`config.mk`:
```
export PLATFORM = sky130hd
export DESIGN_NAME = curvature_scheduled_pid_speed
export DESIGN_NICKNAME = d
export VERILOG_FILES = /design/src/rtl/cspid_pkg.sv /design/src/rtl/cspid_cfg.sv /design/src/rtl/cspid_ctrl.sv /design/src/rtl/cspid_dp.sv /design/src/rtl/curvature_scheduled_pid_speed.sv
export SDC_FILE = /design/constraint.sdc
export NUM_CORES = 2
export LEC_CHECK = 0
export BUFFER_PORTS_ARGS = -buffer_cell sky130_fd_sc_hd__buf_2
export CELL_PAD_IN_SITES_DETAIL_PLACEMENT = 1
export CELL_PAD_IN_SITES_GLOBAL_PLACEMENT = 1
export CORE_UTILIZATION = 54
export CTS_CLUSTER_DIAMETER = 80
export DETAILED_ROUTE_END_ITERATION = 10
export PLACE_DENSITY_LB_ADDON = 0.1
export SLEW_MARGIN = 20
export SYNTH_ARGS = -nofsm -noshare
export SYNTH_HDL_FRONTEND = slang
export SYNTH_SLANG_ARGS = --single-unit
```
`constraint.sdc`:
```
create_clock -name clk -period 15.7 [get_ports clk]
set_input_delay 3.14 -clock clk [delete_from_list [all_inputs] [get_ports clk]]
set_output_delay 3.14 -clock clk [all_outputs]
set_load 0.005 [all_outputs]
```
`src/rtl/cspid_pkg.sv`:
```
// Shared types and constants for the curvature scheduled PID speed controller.
`default_nettype none

package cspid_pkg;

  // Field widths fixed by the data formats
  localparam int SpeedW  = 16;  // Q7.8 speeds
  localparam int CurvW   = 16;  // Q2.13 curvature
  localparam int RegW    = 16;  // configuration registers
  localparam int ErrW    = 17;  // speed error, Q8.8
  localparam int GainW   = 17;  // scheduled gain, Q4.12
  localparam int IntegW  = 32;  // error integral, Q15.16
  localparam int CmdW    = 24;  // speed command, Q15.8
  localparam int RespW   = 16;  // response ROM entry, Q0.16
  localparam int CfgIdxW = 4;
  localparam int MulAW   = 36;
  localparam int MulBW   = 18;
  localparam int ProdW   = MulAW + MulBW;
  localparam int AccW    = 56;

  // Configuration register indexes
  localparam logic [CfgIdxW-1:0] CFG_PROP_BASE  = 4'd0;
  localparam logic [CfgIdxW-1:0] CFG_PROP_SPAN  = 4'd1;
  localparam logic [CfgIdxW-1:0] CFG_INTEG_BASE = 4'd2;
  localparam logic [CfgIdxW-1:0] CFG_INTEG_SPAN = 4'd3;
  localparam logic [CfgIdxW-1:0] CFG_DERIV_BASE = 4'd4;
  localparam logic [CfgIdxW-1:0] CFG_DERIV_SPAN = 4'd5;
  localparam logic [CfgIdxW-1:0] CFG_STEP_TIME  = 4'd6;
  localparam logic [CfgIdxW-1:0] CFG_INV_STEP   = 4'd7;

  // Configuration reset values
  localparam logic [RegW-1:0] PROP_BASE_RST  = 16'd4096;
  localparam logic [RegW-1:0] PROP_SPAN_RST  = 16'd12288;
  localparam logic [RegW-1:0] INTEG_BASE_RST = 16'd410;
  localparam logic [RegW-1:0] INTEG_SPAN_RST = 16'd819;
  localparam logic [RegW-1:0] DERIV_BASE_RST = 16'd2048;
  localparam logic [RegW-1:0] DERIV_SPAN_RST = 16'd4096;
  localparam logic [RegW-1:0] STEP_TIME_RST  = 16'd6554;
  localparam logic [RegW-1:0] INV_STEP_RST   = 16'd2560;

  typedef struct packed {
    logic [RegW-1:0] prop_gain_base;
    logic [RegW-1:0] prop_gain_span;
    logic [RegW-1:0] integ_gain_base;
    logic [RegW-1:0] integ_gain_span;
    logic [RegW-1:0] deriv_gain_base;
    logic [RegW-1:0] deriv_gain_span;
    logic [RegW-1:0] step_time;
    logic [RegW-1:0] inverse_step_time;
  } cspid_cfg_t;

  typedef enum logic [3:0] {
    ST_IDLE,
    ST_ROM,
    ST_GAIN_P,
    ST_GAIN_I,
    ST_GAIN_D,
    ST_INTEG,
    ST_PROP,
    ST_DIFF,
    ST_DERIV,
    ST_INT_TERM,
    ST_SUM,
    ST_OUT
  } cspid_state_t;

  typedef enum logic [2:0] {
    MUL_SPAN_P,
    MUL_SPAN_I,
    MUL_SPAN_D,
    MUL_ERR_STEP,
    MUL_KP_ERR,
    MUL_DIFF_INV,
    MUL_KD_DIFF,
    MUL_KI_INTEG
  } cspid_mul_sel_t;

  typedef enum logic [1:0] {
    ACC_HOLD,
    ACC_LOAD,
    ACC_ADD
  } cspid_acc_op_t;

  typedef struct packed {
    logic           capture;
    logic           rom_rd;
    cspid_mul_sel_t mul_sel;
    logic           ld_kp;
    logic           ld_ki;
    logic           ld_kd;
    logic           ld_integ;
    cspid_acc_op_t  acc_op;
    logic           ld_out;
  } cspid_cmd_t;

endpackage

`default_nettype wire

```
`src/rtl/cspid_cfg.sv`:
```
// Configuration register file for the PID gains and step time.
`default_nettype none

module cspid_cfg (
  input  wire logic                            clk,
  input  wire logic                            rst_n,
  input  wire logic                            cfg_valid,
  output logic                                 cfg_ready,
  input  wire logic [cspid_pkg::CfgIdxW-1:0]   cfg_index,
  input  wire logic [cspid_pkg::RegW-1:0]      cfg_data,
  output cspid_pkg::cspid_cfg_t                cfg_regs
);
  import cspid_pkg::*;

  cspid_cfg_t regs_r;
  cspid_cfg_t regs_nxt;

  assign cfg_ready = 1'b1;
  assign cfg_regs  = regs_r;

  // Decode the write index; drop writes beyond the register list
  always_comb begin
    regs_nxt = regs_r;
    if (cfg_valid) begin
      unique case (cfg_index)
        CFG_PROP_BASE:  regs_nxt.prop_gain_base    = cfg_data;
        CFG_PROP_SPAN:  regs_nxt.prop_gain_span    = cfg_data;
        CFG_INTEG_BASE: regs_nxt.integ_gain_base   = cfg_data;
        CFG_INTEG_SPAN: regs_nxt.integ_gain_span   = cfg_data;
        CFG_DERIV_BASE: regs_nxt.deriv_gain_base   = cfg_data;
        CFG_DERIV_SPAN: regs_nxt.deriv_gain_span   = cfg_data;
        CFG_STEP_TIME:  regs_nxt.step_time         = cfg_data;
        CFG_INV_STEP:   regs_nxt.inverse_step_time = cfg_data;
        default:        regs_nxt = regs_r;
      endcase
    end
  end

  always_ff @(posedge clk) begin
    if (!rst_n) begin
      regs_r.prop_gain_base    <= PROP_BASE_RST;
      regs_r.prop_gain_span    <= PROP_SPAN_RST;
      regs_r.integ_gain_base   <= INTEG_BASE_RST;
      regs_r.integ_gain_span   <= INTEG_SPAN_RST;
      regs_r.deriv_gain_base   <= DERIV_BASE_RST;
      regs_r.deriv_gain_span   <= DERIV_SPAN_RST;
      regs_r.step_time         <= STEP_TIME_RST;
      regs_r.inverse_step_time <= INV_STEP_RST;
    end else begin
      regs_r <= regs_nxt;
    end
  end

endmodule

`default_nettype wire

```
`src/rtl/cspid_ctrl.sv`:
```
// Sequencer for the gain schedule and PID step over one shared multiplier.
`default_nettype none

module cspid_ctrl (
  input  wire logic          clk,
  input  wire logic          rst_n,
  input  wire logic          in_tvalid,
  output logic               in_tready,
  output logic               out_tvalid,
  input  wire logic          out_tready,
  output cspid_pkg::cspid_cmd_t cmd
);
  import cspid_pkg::*;

  cspid_state_t state_r;
  cspid_state_t state_nxt;
  logic         out_valid_r;
  logic         out_valid_nxt;
  logic         out_free;

  assign out_free   = !out_valid_r || out_tready;
  assign in_tready  = (state_r == ST_IDLE);
  assign out_tvalid = out_valid_r;

  // Next state
  always_comb begin
    state_nxt = state_r;
    unique case (state_r)
      ST_IDLE:     if (in_tvalid) state_nxt = ST_ROM;
      ST_ROM:      state_nxt = ST_GAIN_P;
      ST_GAIN_P:   state_nxt = ST_GAIN_I;
      ST_GAIN_I:   state_nxt = ST_GAIN_D;
      ST_GAIN_D:   state_nxt = ST_INTEG;
      ST_INTEG:    state_nxt = ST_PROP;
      ST_PROP:     state_nxt = ST_DIFF;
      ST_DIFF:     state_nxt = ST_DERIV;
      ST_DERIV:    state_nxt = ST_INT_TERM;
      ST_INT_TERM: state_nxt = ST_SUM;
      ST_SUM:      state_nxt = ST_OUT;
      ST_OUT:      if (out_free) state_nxt = ST_IDLE;
      default:     state_nxt = ST_IDLE;
    endcase
  end

  // Datapath commands
  always_comb begin
    cmd          = '0;
    cmd.mul_sel  = MUL_SPAN_P;
    cmd.acc_op   = ACC_HOLD;
    unique case (state_r)
      ST_IDLE:     cmd.capture = in_tvalid;
      ST_ROM:      cmd.rom_rd  = 1'b1;
      ST_GAIN_P:   cmd.mul_sel = MUL_SPAN_P;
      ST_GAIN_I: begin
        cmd.ld_kp   = 1'b1;
        cmd.mul_sel = MUL_SPAN_I;
      end
      ST_GAIN_D: begin
        cmd.ld_ki   = 1'b1;
        cmd.mul_sel = MUL_SPAN_D;
      end
      ST_INTEG: begin
        cmd.ld_kd   = 1'b1;
        cmd.mul_sel = MUL_ERR_STEP;
      end
      ST_PROP: begin
        cmd.ld_integ = 1'b1;
        cmd.mul_sel  = MUL_KP_ERR;
      end
      ST_DIFF: begin
        cmd.acc_op  = ACC_LOAD;
        cmd.mul_sel = MUL_DIFF_INV;
      end
      ST_DERIV:    cmd.mul_sel = MUL_KD_DIFF;
      ST_INT_TERM: begin
        cmd.acc_op  = ACC_ADD;
        cmd.mul_sel = MUL_KI_INTEG;
      end
      ST_SUM:      cmd.acc_op = ACC_ADD;
      ST_OUT:      cmd.ld_out = out_free;
      default:     cmd = '0;
    endcase
  end

  // Output beat valid: set on load, drop when taken
  always_comb begin
    out_valid_nxt = out_valid_r;
    if (out_tready) out_valid_nxt = 1'b0;
    if (cmd.ld_out) out_valid_nxt = 1'b1;
  end

  always_ff @(posedge clk) begin
    if (!rst_n) begin
      state_r     <= ST_IDLE;
      out_valid_r <= 1'b0;
    end else begin
      state_r     <= state_nxt;
      out_valid_r <= out_valid_nxt;
    end
  end

endmodule

`default_nettype wire

```
`src/rtl/cspid_dp.sv`:
```
// Datapath: response ROM, shared multiplier, integral, accumulator, output register.
`default_nettype none

module cspid_dp #(
  parameter int RESPONSE_TABLE_DEPTH = 256
) (
  input  wire logic                          clk,
  input  wire logic                          rst_n,
  input  wire cspid_pkg::cspid_cmd_t         cmd,
  input  wire cspid_pkg::cspid_cfg_t         cfg_regs,
  input  wire logic [cspid_pkg::SpeedW-1:0]  reference_speed,
  input  wire logic [cspid_pkg::SpeedW-1:0]  measured_speed,
  input  wire logic [cspid_pkg::CurvW-1:0]   path_curvature,
  output logic [cspid_pkg::CmdW-1:0]         speed_command,
  output logic                               saturated
);
  import cspid_pkg::*;

  localparam int IdxW    = $clog2(RESPONSE_TABLE_DEPTH);
  localparam int ScaleW  = CurvW + 1 + IdxW + 1;
  localparam int IdxShift = 12;
  localparam longint unsigned OneQ30 = 64'd1 << 30;

  // Shift-and-subtract quotient, used only while building the constant table
  function automatic longint unsigned const_udiv(longint unsigned num, longint unsigned den);
    longint unsigned quo;
    longint unsigned rem;
    quo = '0;
    rem = '0;
    for (int b = 63; b >= 0; b--) begin
      rem = {rem[62:0], num[b]};
      if (rem >= den) begin
        rem    = rem - den;
        quo[b] = 1'b1;
      end
    end
    return quo;
  endfunction

  // exp(-10/DEPTH) in Q0.30 from a Taylor series through the 12th power
  function automatic longint unsigned exp_step();
    longint unsigned term;
    longint unsigned q;
    term = OneQ30;
    q    = OneQ30;
    for (int n = 1; n <= 12; n++) begin
      term = const_udiv(term * 64'd10, 64'(RESPONSE_TABLE_DEPTH) * 64'(n));
      if (n[0]) q = q - term;
      else      q = q + term;
    end
    return q;
  endfunction

  localparam longint unsigned QStep = exp_step();

  // Entry i: tanh(5*i/DEPTH) in Q0.16, with p stepped down by QStep i times
  function automatic logic [RespW-1:0] rom_entry(int i);
    longint unsigned p;
    longint unsigned v;
    p = OneQ30;
    for (int k = 0; k < i; k++) p = (p * QStep) >> 30;
    v = const_udiv((OneQ30 - p) << 16, OneQ30 + p);
    return (v > 64'd65535) ? 16'hFFFF : v[RespW-1:0];
  endfunction

  logic [RespW-1:0]           resp_rom [RESPONSE_TABLE_DEPTH];

  // Constant response table
  for (genvar g = 0; g < RESPONSE_TABLE_DEPTH; g++) begin : g_rom
    assign resp_rom[g] = rom_entry(g);
  end

  logic [IdxW-1:0]            idx_r;
  logic [RespW-1:0]           resp_r;
  logic signed [ErrW-1:0]     err_r;
  logic signed [ErrW-1:0]     prev_err_r;
  logic [GainW-1:0]           kp_r;
  logic [GainW-1:0]           ki_r;
  logic [GainW-1:0]           kd_r;
  logic signed [IntegW-1:0]   integ_r;
  logic                       integ_sat_r;
  logic signed [ProdW-1:0]    prod_r;
  logic signed [AccW-1:0]     acc_r;
  logic [CmdW-1:0]            cmd_out_r;
  logic                       sat_out_r;

  logic [CurvW:0]             curv_mag;
  logic [ScaleW-1:0]          curv_scaled;
  logic [ScaleW-1:0]          idx_wide;
  logic [IdxW-1:0]            idx_nxt;
  logic signed [ErrW-1:0]     err_nxt;
  logic signed [ErrW:0]       err_diff;
  logic signed [MulAW-1:0]    mul_a;
  logic signed [MulBW-1:0]    mul_b;
  logic [GainW-1:0]           gain_nxt;
  logic signed [IntegW+1:0]   integ_ext;
  logic signed [IntegW+1:0]   integ_inc;
  logic signed [IntegW+1:0]   integ_sum;
  logic                       integ_ovf;
  logic signed [IntegW-1:0]   integ_nxt;
  logic                       cmd_ovf;
  logic [CmdW-1:0]            cmd_nxt;

  // Curvature magnitude to ROM index, clamped to the last entry
  always_comb begin
    curv_mag    = path_curvature[CurvW-1] ? ((CurvW+1)'(0) - {1'b1, path_curvature})
                                          : {1'b0, path_curvature};
    curv_scaled = ScaleW'(curv_mag) * ScaleW'(RESPONSE_TABLE_DEPTH);
    idx_wide    = curv_scaled >> IdxShift;
    if (idx_wide > ScaleW'(RESPONSE_TABLE_DEPTH - 1))
      idx_nxt = IdxW'(RESPONSE_TABLE_DEPTH - 1);
    else
      idx_nxt = idx_wide[IdxW-1:0];
  end

  assign err_nxt  = $signed({reference_speed[SpeedW-1], reference_speed})
                  - $signed({measured_speed[SpeedW-1], measured_speed});
  assign err_diff = $signed({err_r[ErrW-1], err_r}) - $signed({prev_err_r[ErrW-1], prev_err_r});

  // Multiplier operand select
  always_comb begin
    unique case (cmd.mul_sel)
      MUL_SPAN_P: begin
        mul_a = $signed({20'd0, cfg_regs.prop_gain_span});
        mul_b = $signed({2'd0, resp_r});
      end
      MUL_SPAN_I: begin
        mul_a = $signed({20'd0, cfg_regs.integ_gain_span});
        mul_b = $signed({2'd0, resp_r});
      end
      MUL_SPAN_D: begin
        mul_a = $signed({20'd0, cfg_regs.deriv_gain_span});
        mul_b = $signed({2'd0, resp_r});
      end
      MUL_ERR_STEP: begin
        mul_a = $signed({{(MulAW-ErrW){err_r[ErrW-1]}}, err_r});
        mul_b = $signed({2'd0, cfg_regs.step_time});
      end
      MUL_KP_ERR: begin
        mul_a = $signed({{(MulAW-ErrW){err_r[ErrW-1]}}, err_r});
        mul_b = $signed({1'b0, kp_r});
      end
      MUL_DIFF_INV: begin
        mul_a = $signed({{(MulAW-ErrW-1){err_diff[ErrW]}}, err_diff});
        mul_b = $signed({2'd0, cfg_regs.inverse_step_time});
      end
      MUL_KD_DIFF: begin
        mul_a = prod_r[MulAW-1:0];
        mul_b = $signed({1'b0, kd_r});
      end
      MUL_KI_INTEG: begin
        mul_a = $signed({{(MulAW-IntegW){integ_r[IntegW-1]}}, integ_r});
        mul_b = $signed({1'b0, ki_r});
      end
      default: begin
        mul_a = '0;
        mul_b = '0;
      end
    endcase
  end

  // Scheduled gain: base plus the upper half of span times response
  assign gain_nxt = {1'b0, prod_r[31:16]} + GainW'(
                    cmd.ld_kp ? cfg_regs.prop_gain_base :
                    cmd.ld_ki ? cfg_regs.integ_gain_base : cfg_regs.deriv_gain_base);

  // Integral update with saturation to 32 bits
  always_comb begin
    integ_ext = $signed({{2{integ_r[IntegW-1]}}, integ_r});
    integ_inc = $signed(prod_r[IntegW+9:8]);
    integ_sum = integ_ext + integ_inc;
    integ_ovf = !((&integ_sum[IntegW+1:IntegW-1]) || !(|integ_sum[IntegW+1:IntegW-1]));
    if (integ_ovf)
      integ_nxt = integ_sum[IntegW+1] ? {1'b1, {(IntegW-1){1'b0}}} : {1'b0, {(IntegW-1){1'b1}}};
    else
      integ_nxt = integ_sum[IntegW-1:0];
  end

  // Command: floor of the sum by 2^20, clamped to 24 bits
  always_comb begin
    cmd_ovf = !((&acc_r[AccW-1:CmdW+19]) || !(|acc_r[AccW-1:CmdW+19]));
    if (cmd_ovf)
      cmd_nxt = acc_r[AccW-1] ? {1'b1, {(CmdW-1){1'b0}}} : {1'b0, {(CmdW-1){1'b1}}};
    else
      cmd_nxt = acc_r[CmdW+19:20];
  end

  // Payload registers
  always_ff @(posedge clk) begin
    prod_r <= mul_a * mul_b;
    if (cmd.capture) begin
      idx_r <= idx_nxt;
      err_r <= err_nxt;
    end
    if (cmd.rom_rd) resp_r <= resp_rom[idx_r];
    if (cmd.ld_kp)  kp_r   <= gain_nxt;
    if (cmd.ld_ki)  ki_r   <= gain_nxt;
    if (cmd.ld_kd)  kd_r   <= gain_nxt;
    if (cmd.ld_integ) integ_sat_r <= integ_ovf;
    unique case (cmd.acc_op)
      ACC_LOAD: acc_r <= {prod_r[AccW-9:0], 8'd0};
      ACC_ADD:  acc_r <= acc_r + {{(AccW-ProdW){prod_r[ProdW-1]}}, prod_r};
      default:  acc_r <= acc_r;
    endcase
    if (cmd.ld_out) begin
      cmd_out_r <= cmd_nxt;
      sat_out_r <= integ_sat_r | cmd_ovf;
    end
  end

  // Controller state carried across ticks
  always_ff @(posedge clk) begin
    if (!rst_n) begin
      integ_r    <= '0;
      prev_err_r <= '0;
    end else begin
      if (cmd.ld_integ) integ_r    <= integ_nxt;
      if (cmd.ld_out)   prev_err_r <= err_r;
    end
  end

  assign speed_command = cmd_out_r;
  assign saturated     = sat_out_r;

endmodule

`default_nettype wire

```
`src/rtl/curvature_scheduled_pid_speed.sv`:
```
// Top level of the curvature scheduled PID speed controller.
//
//  channel | direction | beat contents (tdata, lowest bit first)
//  --------+-----------+-----------------------------------------------------
//  in_     | slave     | reference_speed[15:0], measured_speed[15:0],
//          |           | path_curvature[15:0]
//  out_    | master    | speed_command[23:0], saturated[0], zero pad to 32 bits
//  cfg_    | slave     | cfg_index selects the register, cfg_data is the value
//
// Each tick runs from input beat to output beat through one input capture,
// one ROM read, then nine steps through a single 36x18 multiplier, then the
// output load. Reset clears the integral, the previous error, the state and
// the output valid. The next input beat is taken once the result is loaded
// into the output register, even while that beat waits on out_tready; the
// final load stalls only while an earlier result is still unread.
`default_nettype none

module curvature_scheduled_pid_speed #(
  parameter int RESPONSE_TABLE_DEPTH = 256
) (
  input  wire logic                          clk,
  input  wire logic                          rst_n,
  input  wire logic                          in_tvalid,
  output logic                               in_tready,
  input  wire logic [47:0]                   in_tdata,   // reference, measured, curvature
  output logic                               out_tvalid,
  input  wire logic                          out_tready,
  output logic [31:0]                        out_tdata,  // speed_command, saturated, pad
  input  wire logic                          cfg_valid,
  output logic                               cfg_ready,
  input  wire logic [cspid_pkg::CfgIdxW-1:0] cfg_index,
  input  wire logic [cspid_pkg::RegW-1:0]    cfg_data
);
  import cspid_pkg::*;

  cspid_cmd_t     cmd;
  cspid_cfg_t     cfg_regs;
  logic [CmdW-1:0] speed_command;
  logic           saturated;

  cspid_cfg u_cfg (
    .clk       (clk),
    .rst_n     (rst_n),
    .cfg_valid (cfg_valid),
    .cfg_ready (cfg_ready),
    .cfg_index (cfg_index),
    .cfg_data  (cfg_data),
    .cfg_regs  (cfg_regs)
  );

  cspid_ctrl u_ctrl (
    .clk        (clk),
    .rst_n      (rst_n),
    .in_tvalid  (in_tvalid),
    .in_tready  (in_tready),
    .out_tvalid (out_tvalid),
    .out_tready (out_tready),
    .cmd        (cmd)
  );

  cspid_dp #(
    .RESPONSE_TABLE_DEPTH (RESPONSE_TABLE_DEPTH)
  ) u_dp (
    .clk             (clk),
    .rst_n           (rst_n),
    .cmd             (cmd),
    .cfg_regs        (cfg_regs),
    .reference_speed (in_tdata[15:0]),
    .measured_speed  (in_tdata[31:16]),
    .path_curvature  (in_tdata[47:32]),
    .speed_command   (speed_command),
    .saturated       (saturated)
  );

  assign out_tdata = {7'd0, saturated, speed_command};

endmodule

`default_nettype wire
```
==> metrics <==
Max Clk Rate 100.5 MHz; final slew viol count 0; Routed Antenna Nets 0; hold_ws 0.4695 ns; Hold Crit Class register to register; Port Buffer Count 99; syn avg cell area 8.537 um^2; share of async-settable or async-resettable flops after synthesis 0; Avg Vias per Cell 6.350; top cell type's share of synthesized area 0.2449; final hold viol count 0; area leader, netlist fa_1; Final Skew 0.04800 ns; Clock transition at path regs 0.07 ns; largest net degree at the start of global routing 105; cell family with most CP delay adder cells; Pre-antenna DRT Iters 6; Max-cap violations 0; core area 0.08729 mm^2; Post-layout nets 6429; final worst slack 5.754 ns; synth top area cells fa_1 (24%), edfxtp_1 (11%), dfxtp_1 (9.9%), ha_1 (7.4%), nand2_1 (6.1%); DR vias 42410; fraction of layout cells with a size suffix above 1 0.06990; Post-DP HPWL 131200 um; CP Data Required Time 16.15 ns; Overall Global Routing Usage 0.3879; die height 299.9 um; CP max FO 19; synth cell count leaders nand2_1 (779), inv_1 (720), fa_1 (586); Initial Util 0.5488; Tcrit/Tclk final 0.6335; H-tree depth 2; hold_buf cts 0; r2r startpoint u_ctrl.state_r[1]; top-count cell post-synth nand2_1; Die ar. 0.08991 mm^2; TritonCTS clock tree built; cell row count 108; Synthesis Warnings 0; io pins 108; # clock sinks 410; startpoint class of the critical path register; Setup Total Neg Slack 0 ns; total gr overflow 0; Final min period 9.946 ns; Resize count post-CTS 0; GPL Wtd Cong 0.9419; Setup Crit Path Kind register to register; Post-synth EDFFs 174; first-pass GRT wire length 268400 um; critical path's largest stage delay 1.04 ns; post-synthesis register bit count 410; dpl cells 6595; library cells used by synthesis 97; Hold Path Sink u_dp.prev_err_r[12]; postcts setup bufs 0; Fill cells 10360; outcome completed; worst path arrival time 10.39 ns; worst-margin pin slew 1.241 ns; clk_lat worst skew 0.63 ns; Synth Flop Type dfxtp_1; synth-to-layout area growth 5.654%; RSZ-0062 raised after global routing no; routed len/inst 26.11 um; Final setup viols 0; headroom to the max-slew limit 0.1729; sequential fraction of the synthesis area 0.2077; Reg-to-Reg End u_dp.prod_r[52]; CTS root buf clkbuf_16; Post-Syn Instances 5612; non-filler instance count after layout 6678; Worst path slowest cell a221oi_1; Post-Place Setup Slack 6.022 ns; slack of the worst reg-to-reg path 5.75 ns; CP bufs+invs 3; Die X 299.9 um; vias in the first global route 45180; Max Buffers Root-to-Sink 3; Hold Path Origin u_dp.prev_err_r[12]; crit path capture type register; initial detailed-routing violation count 3624; Worst Hold Depth 2; final wirelength 174400 um; initial antenna violation count 6; CP most frequent cell fa_1; drt drc 0; synthesized area 0.04791 mm^2; CTS buffer count 44; worst r2r path cells 26
==> layout make-up <==
type | instances | area [um^2] | share of cell area
antenna | 1 | 2.502 | 0.00004944
clock buffer | 71 | 1356 | 0.02680
clock inverter | 10 | 106.4 | 0.002101
inverter | 723 | 2714 | 0.05362
multi-input combinational | 4126 | 33910 | 0.6700
sequential | 410 | 9950 | 0.1966
tap | 1155 | 1445 | 0.02855
timing repair buffer | 182 | 1129 | 0.02230
==> stage by stage <==
stage	util	cell area (um^2)
after global routing	0.5798	50620
after CTS	0.5795	50580
after detailed placement	0.5627	49120
final	0.5798	50620
after floorplan	-	47930
after global placement	0.5627	49120
==> cell families after synthesis <==
group,Yosys count,share of synthesized area
compound gates,1365,0.1877
xor+xnor,166,0.03035
fa+ha+maj,869,0.3188
buf+inv,1082,0.08875
flops,410,0.2077
mux,63,0.01423
other cells,2,0.0001568
simple gates,1655,0.1524
==> tightest hold or removal path, cell delays in order, from the launching register on <==
cell and delay (ns):
dfxtp_1 0.31, nand2_1 0.05, a21boi_0 0.06
==> how the worst max path moves through the flow <==
stage	from	cells after the start	slack (ns)	to
3_5_place_dp	u_dp.err_r[2]	32	6.02	u_dp.prod_r[53]
3_3_place_gp	u_dp.err_r[1]	33	6.22	u_dp.prod_r[53]
6_report	u_ctrl.state_r[1]	26	5.75	u_dp.prod_r[52]
2_1_floorplan	u_dp.err_r[1]	36	7.46	u_dp.prod_r[45]
5_1_grt	u_dp.err_r[1]	31	5.51	u_dp.prod_r[52]
4_1_cts	u_dp.err_r[2]	32	5.90	u_dp.prod_r[53]
==> state kept, by name, summed over array words and instances (netlist names), 8 cells and up <==
register	count
u_cfg.cfg_regs	128
u_dp.acc_r	56
u_dp.err_r	17
u_dp.idx_r	8
u_dp.integ_r	32
u_dp.kd_r	17
u_dp.ki_r	17
u_dp.kp_r	17
u_dp.prev_err_r	17
u_dp.prod_r	54
u_dp.resp_r	16
u_dp.speed_command	24
==> routing by layer <==
metal | up-vias | GRT usage | routed length [um]
met2 | 1910 | 0.6413 | 82040
met1 | 21520 | 0.4976 | 68880
met4 | 2 | 0.1866 | 9492
li1 | 18470 | - | -
met3 | 505 | 0.05983 | 13950
met5 | - | 0 | 15
==> layout by cell type (no fill, tap or decap), types with 25 or more instances in the layout <==
| cell | count |
|---|---|
| nand2_1 | 779 |
| o21ai_0 | 310 |
| mux2_2 | 41 |
| buf_4 | 83 |
| clkbuf_16 | 47 |
| nor3_1 | 77 |
| o21bai_1 | 34 |
| nand4_1 | 30 |
| a211oi_1 | 40 |
| nand3_1 | 113 |
| xnor2_1 | 112 |
| dfxtp_1 | 236 |
| nand2b_1 | 38 |
| a22oi_1 | 46 |
| a21oi_1 | 317 |
| nor2_1 | 394 |
| buf_2 | 98 |
| nor2b_1 | 53 |
| a21o_1 | 127 |
| a21boi_0 | 134 |
| xor2_1 | 54 |
| o21a_1 | 31 |
| o211ai_1 | 35 |
| and3_1 | 36 |
| inv_1 | 718 |
| a221oi_1 | 25 |
| ha_1 | 282 |
| a31oi_1 | 39 |
| fa_1 | 586 |
| and2_1 | 28 |
| edfxtp_1 | 174 |
Power is left out: the tool's default activity adds up to more than one toggle a clock period on the data nets, which glitch-free logic cannot reach.
